`src/sv/dems_pkg.sv`:
```
// Package for the dual encoder motor sync unit.
// Holds the transaction payload types, register indexes and code constants.
// No dependencies; every other file of the block imports it.
package dems_pkg;

	localparam int CFG_W     = 16;
	localparam int CFG_IDX_W = 3;
	localparam int FRAC_BITS = 8;

	localparam logic [CFG_IDX_W-1:0] REG_STRAIGHT_SPEED    = 3'd0;
	localparam logic [CFG_IDX_W-1:0] REG_TURN_SPEED        = 3'd1;
	localparam logic [CFG_IDX_W-1:0] REG_STRAIGHT_GAIN     = 3'd2;
	localparam logic [CFG_IDX_W-1:0] REG_TURN_GAIN         = 3'd3;
	localparam logic [CFG_IDX_W-1:0] REG_COUNTS_PER_DEGREE = 3'd4;
	localparam logic [CFG_IDX_W-1:0] REG_DUTY_MAX          = 3'd5;

	localparam logic [1:0] ACT_TICK     = 2'd0;
	localparam logic [1:0] ACT_STRAIGHT = 2'd1;
	localparam logic [1:0] ACT_TURN     = 2'd2;
	localparam logic [1:0] ACT_BRAKE    = 2'd3;

	localparam logic [1:0] DIR_FORWARD = 2'd0;
	localparam logic [1:0] DIR_REVERSE = 2'd1;
	localparam logic [1:0] DIR_RIGHT   = 2'd2;
	localparam logic [1:0] DIR_LEFT    = 2'd3;

	localparam logic [2:0] ST_IDLE     = 3'd0;
	localparam logic [2:0] ST_STRAIGHT = 3'd1;
	localparam logic [2:0] ST_TURNING  = 3'd2;
	localparam logic [2:0] ST_DONE     = 3'd3;
	localparam logic [2:0] ST_REJECT   = 3'd4;

	typedef struct packed {
		logic [1:0] action;
		logic [1:0] direction;
		logic [7:0] angle;
		logic       enc_left_level;
		logic       enc_right_level;
	} cmd_t;

	typedef struct packed {
		logic [15:0] duty_left;
		logic [15:0] duty_right;
		logic        dir_left;
		logic        dir_right;
		logic [2:0]  status;
	} res_t;

	// Bit 0 is the left wheel and bit 1 the right wheel; a set bit means reverse.
	function automatic logic [1:0] dir_bits_of(input logic [1:0] code);
		logic [1:0] bits;
		case (code)
			DIR_FORWARD: bits = 2'b00;
			DIR_REVERSE: bits = 2'b11;
			DIR_RIGHT:   bits = 2'b10;
			DIR_LEFT:    bits = 2'b01;
			default:     bits = 2'b00;
		endcase
		return bits;
	endfunction

endpackage

```
`src/sv/dems_if.sv`:
```
// Valid/ready channel interfaces for the dual encoder motor sync unit.
// Depends on dems_pkg for the command and result payload types.
interface dems_cmd_if import dems_pkg::*; ();
	logic valid;
	logic ready;
	cmd_t payload;

	modport source (output valid, output payload, input ready);
	modport sink (input valid, input payload, output ready);
endinterface

interface dems_res_if import dems_pkg::*; ();
	logic valid;
	logic ready;
	res_t payload;

	modport source (output valid, output payload, input ready);
	modport sink (input valid, input payload, output ready);
endinterface

```
`src/sv/dual_encoder_motor_sync_unit.sv`:
```
// Top level of the dual encoder motor sync unit: state, configuration and handshake.
// Depends on dems_pkg, the channel interfaces in dems_if and the dems_drive datapath.

// The unit takes one command or encoder tick per cycle while the result channel does not
// stall, and returns exactly one result transaction for each. A transaction is captured in
// an input stage; then the edge counts, the proportional correction (one 16 by COUNT_BITS
// multiply) and the duty clamp are worked out and written to the result register once
// that register is free or being taken, so a waiting result holds the input stage. While
// a result waits to be taken, the input stage can still accept one command. Configuration
// registers are written through wr_en, wr_index and wr_data; the user must write them only
// while no transaction is in flight, and the block itself does not enforce this.
module dual_encoder_motor_sync_unit import dems_pkg::*; #(
	parameter int COUNT_BITS = 16,
	parameter int DUTY_BITS  = 16
) (
	input  logic                 clk,
	input  logic                 arst_n,
	input  logic                 wr_en,
	input  logic [CFG_IDX_W-1:0] wr_index,
	input  logic [CFG_W-1:0]     wr_data,
	dems_cmd_if.sink             cmd,
	dems_res_if.source           res
);

	localparam int CMP_W = (COUNT_BITS > 16) ? COUNT_BITS : 16;
	localparam logic [15:0] DUTY_HW = 16'((1 << DUTY_BITS) - 1);
	localparam logic [15:0] TGT_MAX = (COUNT_BITS >= 16) ? 16'hFFFF :
		16'((1 << COUNT_BITS) - 1);

	typedef enum logic [1:0] {MODE_IDLE, MODE_STRAIGHT, MODE_TURN} mode_t;

	logic [CFG_W-1:0] straight_speed_q, turn_speed_q, straight_gain_q, turn_gain_q;
	logic [CFG_W-1:0] counts_per_degree_q, duty_max_q;

	cmd_t cmd_s1;
	logic valid_s1;
	logic res_valid_q;
	res_t res_q;
	logic advance;
	logic take;

	logic [COUNT_BITS-1:0] left_cnt_q, right_cnt_q;
	logic [COUNT_BITS-1:0] left_tick, right_tick;
	logic [COUNT_BITS-1:0] left_next, right_next;
	logic                  left_prev_q, right_prev_q;
	logic                  left_prev_next, right_prev_next;
	mode_t                 mode_q, mode_next;
	logic [15:0]           target_q, target_next, target_calc;
	logic [23:0]           target_prod;
	logic [1:0]            dir_q, dir_next;
	logic [DUTY_BITS-1:0]  duty_l_q, duty_r_q, duty_l_next, duty_r_next;
	logic [DUTY_BITS-1:0]  drv_l, drv_r, duty_lim;
	logic [DUTY_BITS-1:0]  drv_left_cnt_unused;
	logic [COUNT_BITS-1:0] drv_left, drv_right;
	logic                  use_straight;
	logic                  is_start;
	logic [2:0]            status;

	assign advance   = !res_valid_q || res.ready;
	assign take      = valid_s1 && advance;
	assign cmd.ready = !valid_s1 || advance;
	assign res.valid = res_valid_q;
	assign res.payload = res_q;

	assign left_tick  = left_cnt_q + COUNT_BITS'(cmd_s1.enc_left_level != left_prev_q);
	assign right_tick = right_cnt_q + COUNT_BITS'(cmd_s1.enc_right_level != right_prev_q);
	assign is_start   = (cmd_s1.action == ACT_STRAIGHT) || (cmd_s1.action == ACT_TURN);
	assign drv_left   = is_start ? '0 : left_tick;
	assign drv_right  = is_start ? '0 : right_tick;
	assign use_straight = (cmd_s1.action == ACT_STRAIGHT) ||
		((cmd_s1.action == ACT_TICK) && (mode_q == MODE_STRAIGHT));
	assign duty_lim   = (duty_max_q > DUTY_HW) ? DUTY_HW[DUTY_BITS-1:0] :
		duty_max_q[DUTY_BITS-1:0];
	assign drv_left_cnt_unused = '0;

	assign target_prod = 24'(cmd_s1.angle) * 24'(counts_per_degree_q);
	assign target_calc = (target_prod[23:FRAC_BITS] > TGT_MAX) ? TGT_MAX :
		target_prod[23:FRAC_BITS];

	dems_drive #(
		.COUNT_BITS(COUNT_BITS),
		.DUTY_BITS (DUTY_BITS)
	) u_drive (
		.speed      (use_straight ? straight_speed_q : turn_speed_q),
		.gain       (use_straight ? straight_gain_q : turn_gain_q),
		.left_count (drv_left),
		.right_count(drv_right),
		.limit      (duty_lim | drv_left_cnt_unused),
		.duty_left  (drv_l),
		.duty_right (drv_r)
	);

	always_comb begin
		left_next       = left_cnt_q;
		right_next      = right_cnt_q;
		left_prev_next  = left_prev_q;
		right_prev_next = right_prev_q;
		mode_next       = mode_q;
		target_next     = target_q;
		dir_next        = dir_q;
		duty_l_next     = duty_l_q;
		duty_r_next     = duty_r_q;
		status          = ST_IDLE;
		case (cmd_s1.action)
			ACT_TICK: begin
				left_next       = left_tick;
				right_next      = right_tick;
				left_prev_next  = cmd_s1.enc_left_level;
				right_prev_next = cmd_s1.enc_right_level;
				if (mode_q == MODE_STRAIGHT) begin
					duty_l_next = drv_l;
					duty_r_next = drv_r;
					status      = ST_STRAIGHT;
				end else if (mode_q == MODE_TURN) begin
					if (CMP_W'(right_tick) >= CMP_W'(target_q)) begin
						duty_l_next = '0;
						duty_r_next = '0;
						mode_next   = MODE_IDLE;
						status      = ST_DONE;
					end else begin
						duty_l_next = drv_l;
						duty_r_next = drv_r;
						status      = ST_TURNING;
					end
				end
			end
			ACT_STRAIGHT: begin
				if (cmd_s1.direction == DIR_RIGHT || cmd_s1.direction == DIR_LEFT) begin
					status = ST_REJECT;
				end else begin
					dir_next    = dir_bits_of(cmd_s1.direction);
					left_next   = '0;
					right_next  = '0;
					mode_next   = MODE_STRAIGHT;
					duty_l_next = drv_l;
					duty_r_next = drv_r;
					status      = ST_STRAIGHT;
				end
			end
			ACT_TURN: begin
				target_next = target_calc;
				dir_next    = dir_bits_of(cmd_s1.direction);
				left_next   = '0;
				right_next  = '0;
				if (target_calc == '0) begin
					duty_l_next = '0;
					duty_r_next = '0;
					mode_next   = MODE_IDLE;
					status      = ST_DONE;
				end else begin
					duty_l_next = drv_l;
					duty_r_next = drv_r;
					mode_next   = MODE_TURN;
					status      = ST_TURNING;
				end
			end
			ACT_BRAKE: begin
				duty_l_next = '0;
				duty_r_next = '0;
				mode_next   = MODE_IDLE;
				status      = ST_IDLE;
			end
			default: begin
				status = ST_IDLE;
			end
		endcase
	end

	always_ff @(posedge clk or negedge arst_n) begin
		if (!arst_n) begin
			straight_speed_q    <= 16'd1023;
			turn_speed_q        <= 16'd512;
			straight_gain_q     <= 16'd256;
			turn_gain_q         <= 16'd256;
			counts_per_degree_q <= 16'd256;
			duty_max_q          <= 16'd1023;
		end else if (wr_en) begin
			case (wr_index)
				REG_STRAIGHT_SPEED:    straight_speed_q    <= wr_data;
				REG_TURN_SPEED:        turn_speed_q        <= wr_data;
				REG_STRAIGHT_GAIN:     straight_gain_q     <= wr_data;
				REG_TURN_GAIN:         turn_gain_q         <= wr_data;
				REG_COUNTS_PER_DEGREE: counts_per_degree_q <= wr_data;
				REG_DUTY_MAX:          duty_max_q          <= wr_data;
				default:               ;
			endcase
		end
	end

	always_ff @(posedge clk) begin
		if (cmd.valid && cmd.ready) begin
			cmd_s1 <= cmd.payload;
		end
	end

	always_ff @(posedge clk or negedge arst_n) begin
		if (!arst_n) begin
			valid_s1     <= 1'b0;
			res_valid_q  <= 1'b0;
			res_q        <= '0;
			left_cnt_q   <= '0;
			right_cnt_q  <= '0;
			left_prev_q  <= 1'b0;
			right_prev_q <= 1'b0;
			mode_q       <= MODE_IDLE;
			target_q     <= '0;
			dir_q        <= 2'b00;
			duty_l_q     <= '0;
			duty_r_q     <= '0;
		end else begin
			if (cmd.ready) begin
				valid_s1 <= cmd.valid;
			end
			if (advance) begin
				res_valid_q <= valid_s1;
			end
			if (take) begin
				left_cnt_q         <= left_next;
				right_cnt_q        <= right_next;
				left_prev_q        <= left_prev_next;
				right_prev_q       <= right_prev_next;
				mode_q             <= mode_next;
				target_q           <= target_next;
				dir_q              <= dir_next;
				duty_l_q           <= duty_l_next;
				duty_r_q           <= duty_r_next;
				res_q.duty_left    <= 16'(duty_l_next);
				res_q.duty_right   <= 16'(duty_r_next);
				res_q.dir_left     <= dir_next[0];
				res_q.dir_right    <= dir_next[1];
				res_q.status       <= status;
			end
		end
	end

`ifndef SYNTH
	a_done_braked: assert property (@(posedge clk) disable iff (!arst_n)
		res_valid_q && res_q.status == ST_DONE |-> res_q.duty_left == '0 &&
		res_q.duty_right == '0)
		else $error("turn done reported with nonzero duty");

	// A rejected command carries duties worked out under an earlier clamp.
	a_duty_clamped: assert property (@(posedge clk) disable iff (!arst_n)
		res_valid_q && res_q.status != ST_REJECT |->
		res_q.duty_left <= duty_max_q && res_q.duty_right <= duty_max_q)
		else $error("duty above clamp");

	a_idle_tick: assert property (@(posedge clk) disable iff (!arst_n)
		take && cmd_s1.action == ACT_TICK && mode_q == MODE_IDLE |=>
		res_q.status == ST_IDLE && mode_q == MODE_IDLE)
		else $error("tick while idle changed mode or status");

	a_start_clears: assert property (@(posedge clk) disable iff (!arst_n)
		take && cmd_s1.action == ACT_STRAIGHT &&
		(cmd_s1.direction == DIR_FORWARD || cmd_s1.direction == DIR_REVERSE) |=>
		left_cnt_q == '0 && right_cnt_q == '0 && mode_q == MODE_STRAIGHT)
		else $error("start straight did not clear counts");
`endif

endmodule

```
`src/sv/dems_drive.sv`:
```
// Proportional wheel balance: duty = speed +/- trunc(gain * |right - left| / 2^FRAC_BITS), clamped to limit.
// Purely combinational; depends on dems_pkg for the gain fraction width.
module dems_drive import dems_pkg::*; #(
	parameter int COUNT_BITS = 16,
	parameter int DUTY_BITS  = 16
) (
	input  logic [15:0]           speed,
	input  logic [15:0]           gain,
	input  logic [COUNT_BITS-1:0] left_count,
	input  logic [COUNT_BITS-1:0] right_count,
	input  logic [DUTY_BITS-1:0]  limit,
	output logic [DUTY_BITS-1:0]  duty_left,
	output logic [DUTY_BITS-1:0]  duty_right
);

	localparam int PROD_W = COUNT_BITS + 16;
	localparam int ADJ_W  = PROD_W - FRAC_BITS;
	localparam int SUM_W  = COUNT_BITS + 10;

	logic signed [COUNT_BITS:0] diff;
	logic                       neg;
	logic [COUNT_BITS-1:0]      mag;
	logic [PROD_W-1:0]          prod;
	logic [ADJ_W-1:0]           adj;
	logic signed [SUM_W-1:0]    adj_s;
	logic signed [SUM_W-1:0]    speed_s;
	logic signed [SUM_W-1:0]    limit_s;
	logic signed [SUM_W-1:0]    sum_l;
	logic signed [SUM_W-1:0]    sum_r;

	assign diff    = signed'({1'b0, right_count}) - signed'({1'b0, left_count});
	assign neg     = diff[COUNT_BITS];
	assign mag     = neg ? COUNT_BITS'(-diff) : COUNT_BITS'(diff);
	assign prod    = PROD_W'(gain) * PROD_W'(mag);
	assign adj     = prod[PROD_W-1:FRAC_BITS];
	assign adj_s   = signed'(SUM_W'(adj));
	assign speed_s = signed'(SUM_W'(speed));
	assign limit_s = signed'(SUM_W'(limit));
	assign sum_l   = neg ? speed_s - adj_s : speed_s + adj_s;
	assign sum_r   = neg ? speed_s + adj_s : speed_s - adj_s;

	always_comb begin
		if (sum_l < 0) begin
			duty_left = '0;
		end else if (sum_l > limit_s) begin
			duty_left = limit;
		end else begin
			duty_left = sum_l[DUTY_BITS-1:0];
		end
		if (sum_r < 0) begin
			duty_right = '0;
		end else if (sum_r > limit_s) begin
			duty_right = limit;
		end else begin
			duty_right = sum_r[DUTY_BITS-1:0];
		end
	end

endmodule
```
`src/flat_wrapper.sv`:
```
// flat-port wrapper written by rule: the top's interface ports become plain ports
module dual_encoder_motor_sync_unit_flat import dems_pkg::*;
#(
	parameter int COUNT_BITS = 16,
	parameter int DUTY_BITS  = 16
)
  (clk, arst_n, wr_en, wr_index, wr_data, cmd_valid, cmd_payload, cmd_ready, res_valid, res_payload, res_ready);
  dems_cmd_if cmd_i ();
  dems_res_if res_i ();
  input  logic clk;
  input  logic arst_n;
  input  logic wr_en;
  input  logic [CFG_IDX_W-1:0] wr_index;
  input  logic [CFG_W-1:0] wr_data;
  input wire logic [$bits(cmd_i.valid)-1:0] cmd_valid;
  input wire logic [$bits(cmd_i.payload)-1:0] cmd_payload;
  output wire logic [$bits(cmd_i.ready)-1:0] cmd_ready;
  output wire logic [$bits(res_i.valid)-1:0] res_valid;
  output wire logic [$bits(res_i.payload)-1:0] res_payload;
  input wire logic [$bits(res_i.ready)-1:0] res_ready;
  assign cmd_i.valid = cmd_valid;
  assign cmd_i.payload = cmd_payload;
  assign cmd_ready = cmd_i.ready;
  assign res_valid = res_i.valid;
  assign res_payload = res_i.payload;
  assign res_i.ready = res_ready;
  dual_encoder_motor_sync_unit #(.COUNT_BITS(COUNT_BITS), .DUTY_BITS(DUTY_BITS)) u_core (.clk(clk), .arst_n(arst_n), .wr_en(wr_en), .wr_index(wr_index), .wr_data(wr_data), .cmd(cmd_i), .res(res_i));
endmodule
```
`config.mk`:
```
export PLATFORM = sky130hd
export DESIGN_NAME = dual_encoder_motor_sync_unit_flat
export DESIGN_NICKNAME = d
export VERILOG_FILES = /design/src/sv/dems_pkg.sv /design/src/sv/dems_if.sv /design/src/sv/dual_encoder_motor_sync_unit.sv /design/src/sv/dems_drive.sv /design/src/flat_wrapper.sv
export SDC_FILE = /design/constraint.sdc
export NUM_CORES = 1
export LEC_CHECK = 0
export CAP_MARGIN = 20
export CORE_MARGIN = 8
export CORE_UTILIZATION = 25
export CTS_CLUSTER_SIZE = 12
export DETAILED_ROUTE_END_ITERATION = 12
export DONT_BUFFER_PORTS = 1
export PLACE_DENSITY = 0.44
export SYNTH_ARGS = -nofsm -noshare
export SYNTH_HDL_FRONTEND = slang
export SYNTH_SLANG_ARGS = --single-unit
```
`constraint.sdc`:
```
create_clock -name clk -period 16.43 [get_ports clk]
set_input_delay 1.643 -clock clk [delete_from_list [all_inputs] [get_ports clk]]
set_output_delay 1.643 -clock clk [all_outputs]
set_load 0.005 [all_outputs]
```
==> flow_metrics.py, run 1 <==
metrics = {
    "drt": {
        "drt_pass1_iterations": 7,
        "dr.first_iter.drc_count": 1079,
        "num_vias": 20100,
        "ant_nets": 0,
        "drc_errors": 0,
        "wirelength_mm": 80.3,
        "avgViaCountPerCell": 4.70,
        "post_drt_wl_per_cell_um": 18.8,
    },
    "die": {
        "num_rows": 119,
        "die_w_um": 341,
        "initial_core_util_pct": 25.1,
        "die-area_mm2": 0.116,
        "die_y_um": 341,
        "core_mm2": 0.105,
        "io_pins": 77,
    },
    "global_routing": {
        "grt_pass1_vias": 21100,
        "grt_pass1_wl_mm": 129,
        "antenna_found_initial": 0,
        "grt_max_degree": 188,
        "track_usage_pct": 13.9,
        "overflow": 0,
    },
    "synth": {
        "synth_top_family_by_area": "adder cells",
        "synth_xor_area_share_pct": 4.42,
        "synth.avg_cell_area_um2": 9.09,
        "muxShareOfSynthArea_pct": 8.40,
        "syn_inst": 2900,
        "synthAdderAreaFrac_pct": 33.2,
        "ys_async_sr_fraction_pct": 93.0,
        "synth-simple-area-share_pct": 15.9,
        "synth-seq-cells": 201,
        "synth_warnings": 0,
        "syn-num-nets": 3470,
        "netlist_area_mm2": 0.0264,
        "synth_seq_area_share_pct": 19.5,
        "ys_dominant_reg_cell": "dfrtp_1",
        "synth-edff-count": 14,
        "synth_compound_area_share_pct": 11.4,
        "synth_cell_types": 108,
    },
    "cts": {
        "insertion_delay_ns": 0.59,
        "tritoncts": "done",
        "htree_num_levels": 1,
        "cts_buffer_depth": 3,
        "numClockSinks": 201,
        "path_clk_slew_ns": 0.06,
        "cts_buffers": 25,
        "cts_setup_buffers": 0,
        "root_buffer": "clkbuf_16",
    },
    "setup_path": {
        "r2r_slack_ns": 0.85,
        "cp.arrival_ns": 16.04,
        "cpMostUsedCell": "fa_1",
        "timing.critical_path.required_ns": 16.89,
        "crit_start": "u_core.cmd_s1[13]",
        "critical-path-slowest-cell": "fa_1",
        "reg2reg_from": "u_core.cmd_s1[13]",
        "worstPathMaxFanout": 28,
        "criticalPathCategory": "register to register",
        "cp-end-kind": "register",
        "slowest_delay_ns": 0.58,
        "startpoint_type": "register",
    },
    "sta": {
        "rsz0062_at_grt": "false",
        "setup_ws_ns": 0.852,
        "clock.fmax_mhz": 64.2,
        "tightestPinTransition_ns": 1.04,
        "drv_slew": 0,
        "final.period_utilization_pct": 94.8,
        "fin_skew_ns": 0.0331,
        "slew_headroom_pct": 28.6,
        "period_needed_ns": 15.58,
        "timing.setup.tns_ns": 0,
        "finalSetupViolCount": 0,
        "hold_violations": 0,
    },
    "finish": {
        "ff_latch_area_mm2": 0.00513,
        "nFillCells": 11300,
        "drive_above_1_share_pct": 9.75,
        "layout_commonest_cell": "inv_1",
        "multiInputGateArea_mm2": 0.0194,
        "final_cell_mix": "inv_1, nand2_1, fa_1",
        "nets": 3436,
        "final_util_pct": 27.5,
        "synthToLayoutAreaGrowth_pct": 9.51,
        "design_area_mm2": 0.0289,
    },
    "min_path": {
        "hp-class": "register to register",
        "hold_start": "u_core.target_q[7]",
    },
    "outcome": {
        "outcome": "complete, no violations",
    },
    "flow_run": {
        "maxCapViolCount": 0,
    },
    "placement": {
        "placed_cell_area_mm2": 0.0280,
        "post-dp-hpwl_mm": 65.2,
        "place_ws_ns": 0.604,
        "io_buffer_count": 0,
        "gp_congestion": 0.893,
    },
}
-- cells in the mapped netlist (6+ instances only) --
master / instances / area share, %
inv_1: 403 / 5.7
nand2_1: 380 / 5.4
fa_1: 279 / 21
ha_1: 253 / 12
nor2_1: 185 / 2.6
dfrtp_1: 163 / 15
mux2_2: 139 / 5.9
o21ai_0: 110 / 2.1
a21oi_1: 107 / 2.0
and2_1: 87 / 2.1
xnor2_1: 85 / 2.8
clkbuf_1: 71 / 1.0
mux2i_1: 57 / 2.2
xor2_1: 48 / 1.6
nand2b_1: 41 / 0.97
nand3_1: 36 / 0.68
nor3_1: 29 / 0.55
nor2b_1: 28 / 0.66
o21a_1: 28 / 0.80
a21o_1: 27 / 0.77
dfstp_2: 24 / 2.4
nand4_1: 21 / 0.50
and3_1: 16 / 0.38
o21ai_1: 16 / 0.30
or3_1: 15 / 0.36
edfxtp_1: 14 / 1.6
a211oi_1: 12 / 0.34
o31ai_1: 12 / 0.34
buf_1: 11 / 0.16
nor4_1: 11 / 0.26
o21bai_1: 10 / 0.28
a221o_1: 8 / 0.30
a22o_1: 8 / 0.27
a31oi_1: 8 / 0.19
buf_2: 8 / 0.15
mux2_1: 7 / 0.30
o211ai_1: 7 / 0.20
o2111ai_1: 6 / 0.20
-- critical path: cells and delay by family (launching register included) --
kind | cells | cell delay [ns]
DFF | 1 | 0.40
buffers and inverters | 5 | 0.83
and+or+nand+nor | 15 | 3.70
xor gates and xnor gates | 5 | 1.68
adders and majority gates | 11 | 5.32
AOI/OAI and AO/OA | 13 | 3.40
muxes | 1 | 0.15
-- cells by family after synthesis --
group | Yosys count
AND/OR/NAND/NOR | 892
adder cells (fa/ha/maj) | 532
buffers and inverters | 498
AO/OA/AOI/OAI | 441
multiplexers | 203
flip-flops | 201
XOR/XNOR | 133
-- routing by layer --
| layer | up-vias | share of wire [%] | track usage, % |
|---|---|---|---|
| met5 | - | 0 | 0 |
| met4 | 0 | 1.4 | 2.01 |
| met3 | 60 | 3.7 | 1.61 |
| met2 | 327 | 48 | 23.8 |
| met1 | 10200 | 47 | 19.1 |
| li1 | 9511 | - | - |
-- cell type report --
class                           count  share of cell area (%)
Antenna cell                        1                 0.00867
Clock buffer                       37                    2.39
Clock inverter                      7                   0.316
Inverter                          404                    5.25
Multi-Input combinational cell   2201                    67.4
Sequential cell                   201                    17.8
Tap cell                         1391                    6.03
Timing Repair Buffer               33                   0.884
-- metrics by stage --
| step | instances | hold WS [ns] |
|---|---|---|
| 2_1_floorplan | 2900 | 0.449 |
| 3_3_place_gp | 4229 | 0.464 |
| 3_5_place_dp | 4229 | 0.473 |
| 4_1_cts | 4273 | 0.486 |
| 5_1_grt | 4274 | 0.505 |
| 6_report | 4275 | 0.480 |
-- worst paths after layout --
path                                              end  cells past startpoint
worst max-delay path               u_core.duty_l_q[6]                     50
worst min-delay path               u_core.target_q[7]                      2
worst max register to register     u_core.duty_l_q[6]                     50
worst min register to register     u_core.target_q[7]                      2
max in group asynchronous       u_core.left_cnt_q[11]                      0
min in group asynchronous         u_core.duty_r_q[13]                      0
-- what timing repair did --
action	CTS	global route
hold buffers	0	0
gates resized for setup	0	8
setup endpoints to repair	0	32
Power of run 1 is left out: the tool's default activity adds up to more than one toggle a clock period on the data nets, which glitch-free logic cannot reach.
==> run 2, diff against run 1 <==
CORE_UTILIZATION = 61   (was 25)
PLACE_DENSITY = 0.83   (was 0.44)
==> run 2 against run 1 <==
Clock-buffer cell count shrank 2. Critical endpoint is now u_core.duty_l_q[9]. Via count grew 4.5%. Flip-flop and latch count is the same. Sequential share of layout area grew 0.73 points. Final area shrank 4.0%.
==> flow_metrics.py, run 2 (synthesis results as in run 1) <==
metrics = {
    "sta": {
        "timing.setup.tns_ns": 0,
        "hold_violations": 0,
        "fin_skew_ns": 0.0282,
        "final.period_utilization_pct": 94.3,
        "clock.fmax_mhz": 64.5,
        "rsz0062_at_grt": "false",
        "drv_slew": 0,
        "slew_headroom_pct": 19.3,
        "tightestPinTransition_ns": 1.20,
        "period_needed_ns": 15.50,
        "finalSetupViolCount": 0,
    },
    "die": {
        "io_pins": 77,
        "num_rows": 76,
        "core_mm2": 0.0429,
        "die_y_um": 224,
        "initial_core_util_pct": 61.5,
        "die-area_mm2": 0.0501,
        "die_w_um": 224,
    },
    "setup_path": {
        "slowest_delay_ns": 0.83,
        "cp-end-kind": "register",
        "r2r_slack_ns": 0.93,
        "startpoint_type": "register",
        "cpMostUsedCell": "fa_1",
        "critical-path-slowest-cell": "xor2_1",
        "worstPathMaxFanout": 14,
        "reg2reg_from": "u_core.cmd_s1[1]",
        "cp.arrival_ns": 15.94,
        "timing.critical_path.required_ns": 16.87,
        "r2r-end": "u_core.duty_l_q[9]",
        "criticalPathCategory": "register to register",
        "worst-r2r-cell-count": 50,
    },
    "cts": {
        "root_buffer": "clkbuf_16",
        "cts_buffer_depth": 3,
        "numClockSinks": 201,
        "insertion_delay_ns": 0.56,
        "path_clk_slew_ns": 0.06,
        "tritoncts": "done",
        "htree_num_levels": 1,
        "cts_buffers": 23,
    },
    "global_routing": {
        "grt_max_degree": 188,
        "antenna_found_initial": 3,
        "grt_pass1_vias": 21700,
        "track_usage_pct": 28.8,
        "overflow": 0,
        "grt_pass1_wl_mm": 116,
    },
    "drt": {
        "wirelength_mm": 71.8,
        "drc_errors": 0,
        "drt_pass1_iterations": 5,
        "num_vias": 21000,
        "avgViaCountPerCell": 6.07,
        "dr.first_iter.drc_count": 1753,
        "post_drt_wl_per_cell_um": 20.8,
        "ant_nets": 0,
    },
    "placement": {
        "gp_congestion": 0.952,
        "post-dp-hpwl_mm": 57.3,
        "io_buffer_count": 0,
    },
    "finish": {
        "layout_commonest_cell": "inv_1",
        "final_cell_mix": "inv_1, nand2_1, fa_1",
        "drive_above_1_share_pct": 9.34,
        "synthToLayoutAreaGrowth_pct": 5.17,
        "nFillCells": 3418,
        "nets": 3422,
    },
    "outcome": {
        "outcome": "complete, no violations",
    },
    "min_path": {
        "holdPathStages": 2,
        "hold_start": "u_core.target_q[5]",
        "holdPathEnd": "u_core.target_q[5]",
        "hp-class": "register to register",
    },
    "flow_run": {
        "maxCapViolCount": 0,
    },
}
-- run 2: cell types whose count changed in the layout (fill, tap and decap cells not counted), moves of 2 or more --
cell / previous run / this run
xor2_1: 45 / 47
xnor2_2: 1 / 4
xnor2_1: 83 / 80
buf_4: 32 / 19
diode_2: 1 / 5
clkinv_2: 0 / 4
clkbuf_1: 10 / 8
-- run 2: final cells by class --
cell class	instances	area [um^2]	area share (%)
well taps	585	732	2.64
inverters	404	1520	5.47
repair buffers	21	169	0.609
diodes	5	12.5	0.0451
multi-input cells	2201	19400	70.1
clock inverters	7	56.3	0.203
clock buffers	35	683	2.46
flip-flops and latches	201	5130	18.5
-- run 2: how the worst max path moves through the flow --
stage                            from                  end  slack, ns
CTS                  u_core.cmd_s1[0]   u_core.duty_l_q[3]       0.86
detailed placement   u_core.cmd_s1[0]  u_core.duty_l_q[15]       0.91
global placement     u_core.cmd_s1[0]  u_core.duty_l_q[13]       0.90
finish               u_core.cmd_s1[1]   u_core.duty_l_q[9]       0.93
global route         u_core.cmd_s1[0]   u_core.duty_l_q[9]      0.007
floorplan           u_core.cmd_s1[12]  u_core.duty_l_q[13]       3.04
-- run 2: routing by layer --
layer | track usage [%] | vias to the layer above | wire length (um) | share of wire [%]
met1 | 36.1 | 10500 | 28900 | 40
met3 | 5.43 | 207 | 5200 | 7.2
met2 | 48.6 | 825 | 34300 | 48
met5 | 0 | - | 36 | 0.050
li1 | - | 9508 | - | -
met4 | 12.0 | 6 | 3360 | 4.7
-- run 2: worst max-delay path: cells and delay by family (launching register included) --
| family | cells | cell delay [ns] |
|---|---|---|
| XOR/XNOR | 4 | 1.53 |
| AO/OA/AOI/OAI | 14 | 3.49 |
| adder cells (fa/ha/maj) | 11 | 4.91 |
| buffers and inverters | 4 | 0.45 |
| flip-flops | 1 | 0.41 |
| AND/OR/NAND/NOR | 16 | 4.42 |
| multiplexers | 1 | 0.16 |
-- run 2: stage by stage --
| stage | instances | util, % | worst slack [ns] | instance area, um^2 | hold WS (ns) |
|---|---|---|---|---|---|
| 2_1_floorplan | 2900 | - | 3.04 | 26400 | 0.449 |
| 3_3_place_gp | 3407 | 62.7 | 0.896 | 26900 | 0.469 |
| 3_5_place_dp | 3409 | 62.8 | 0.912 | 26900 | 0.475 |
| 4_1_cts | 3451 | 64.5 | 0.861 | 27700 | 0.488 |
| 5_1_grt | 3454 | 64.6 | 0.00733 | 27700 | 0.516 |
| 6_report | 3459 | 64.7 | 0.930 | 27700 | 0.489 |
-- run 2: repair_timing --
action                                  in CTS  in global routing
setup buffers                                0                  2
hold buffers                                 0                  0
endpoints found under the setup margin       0                 32
resized for setup                            0                  4
Power of run 2 is left out for the same reason.
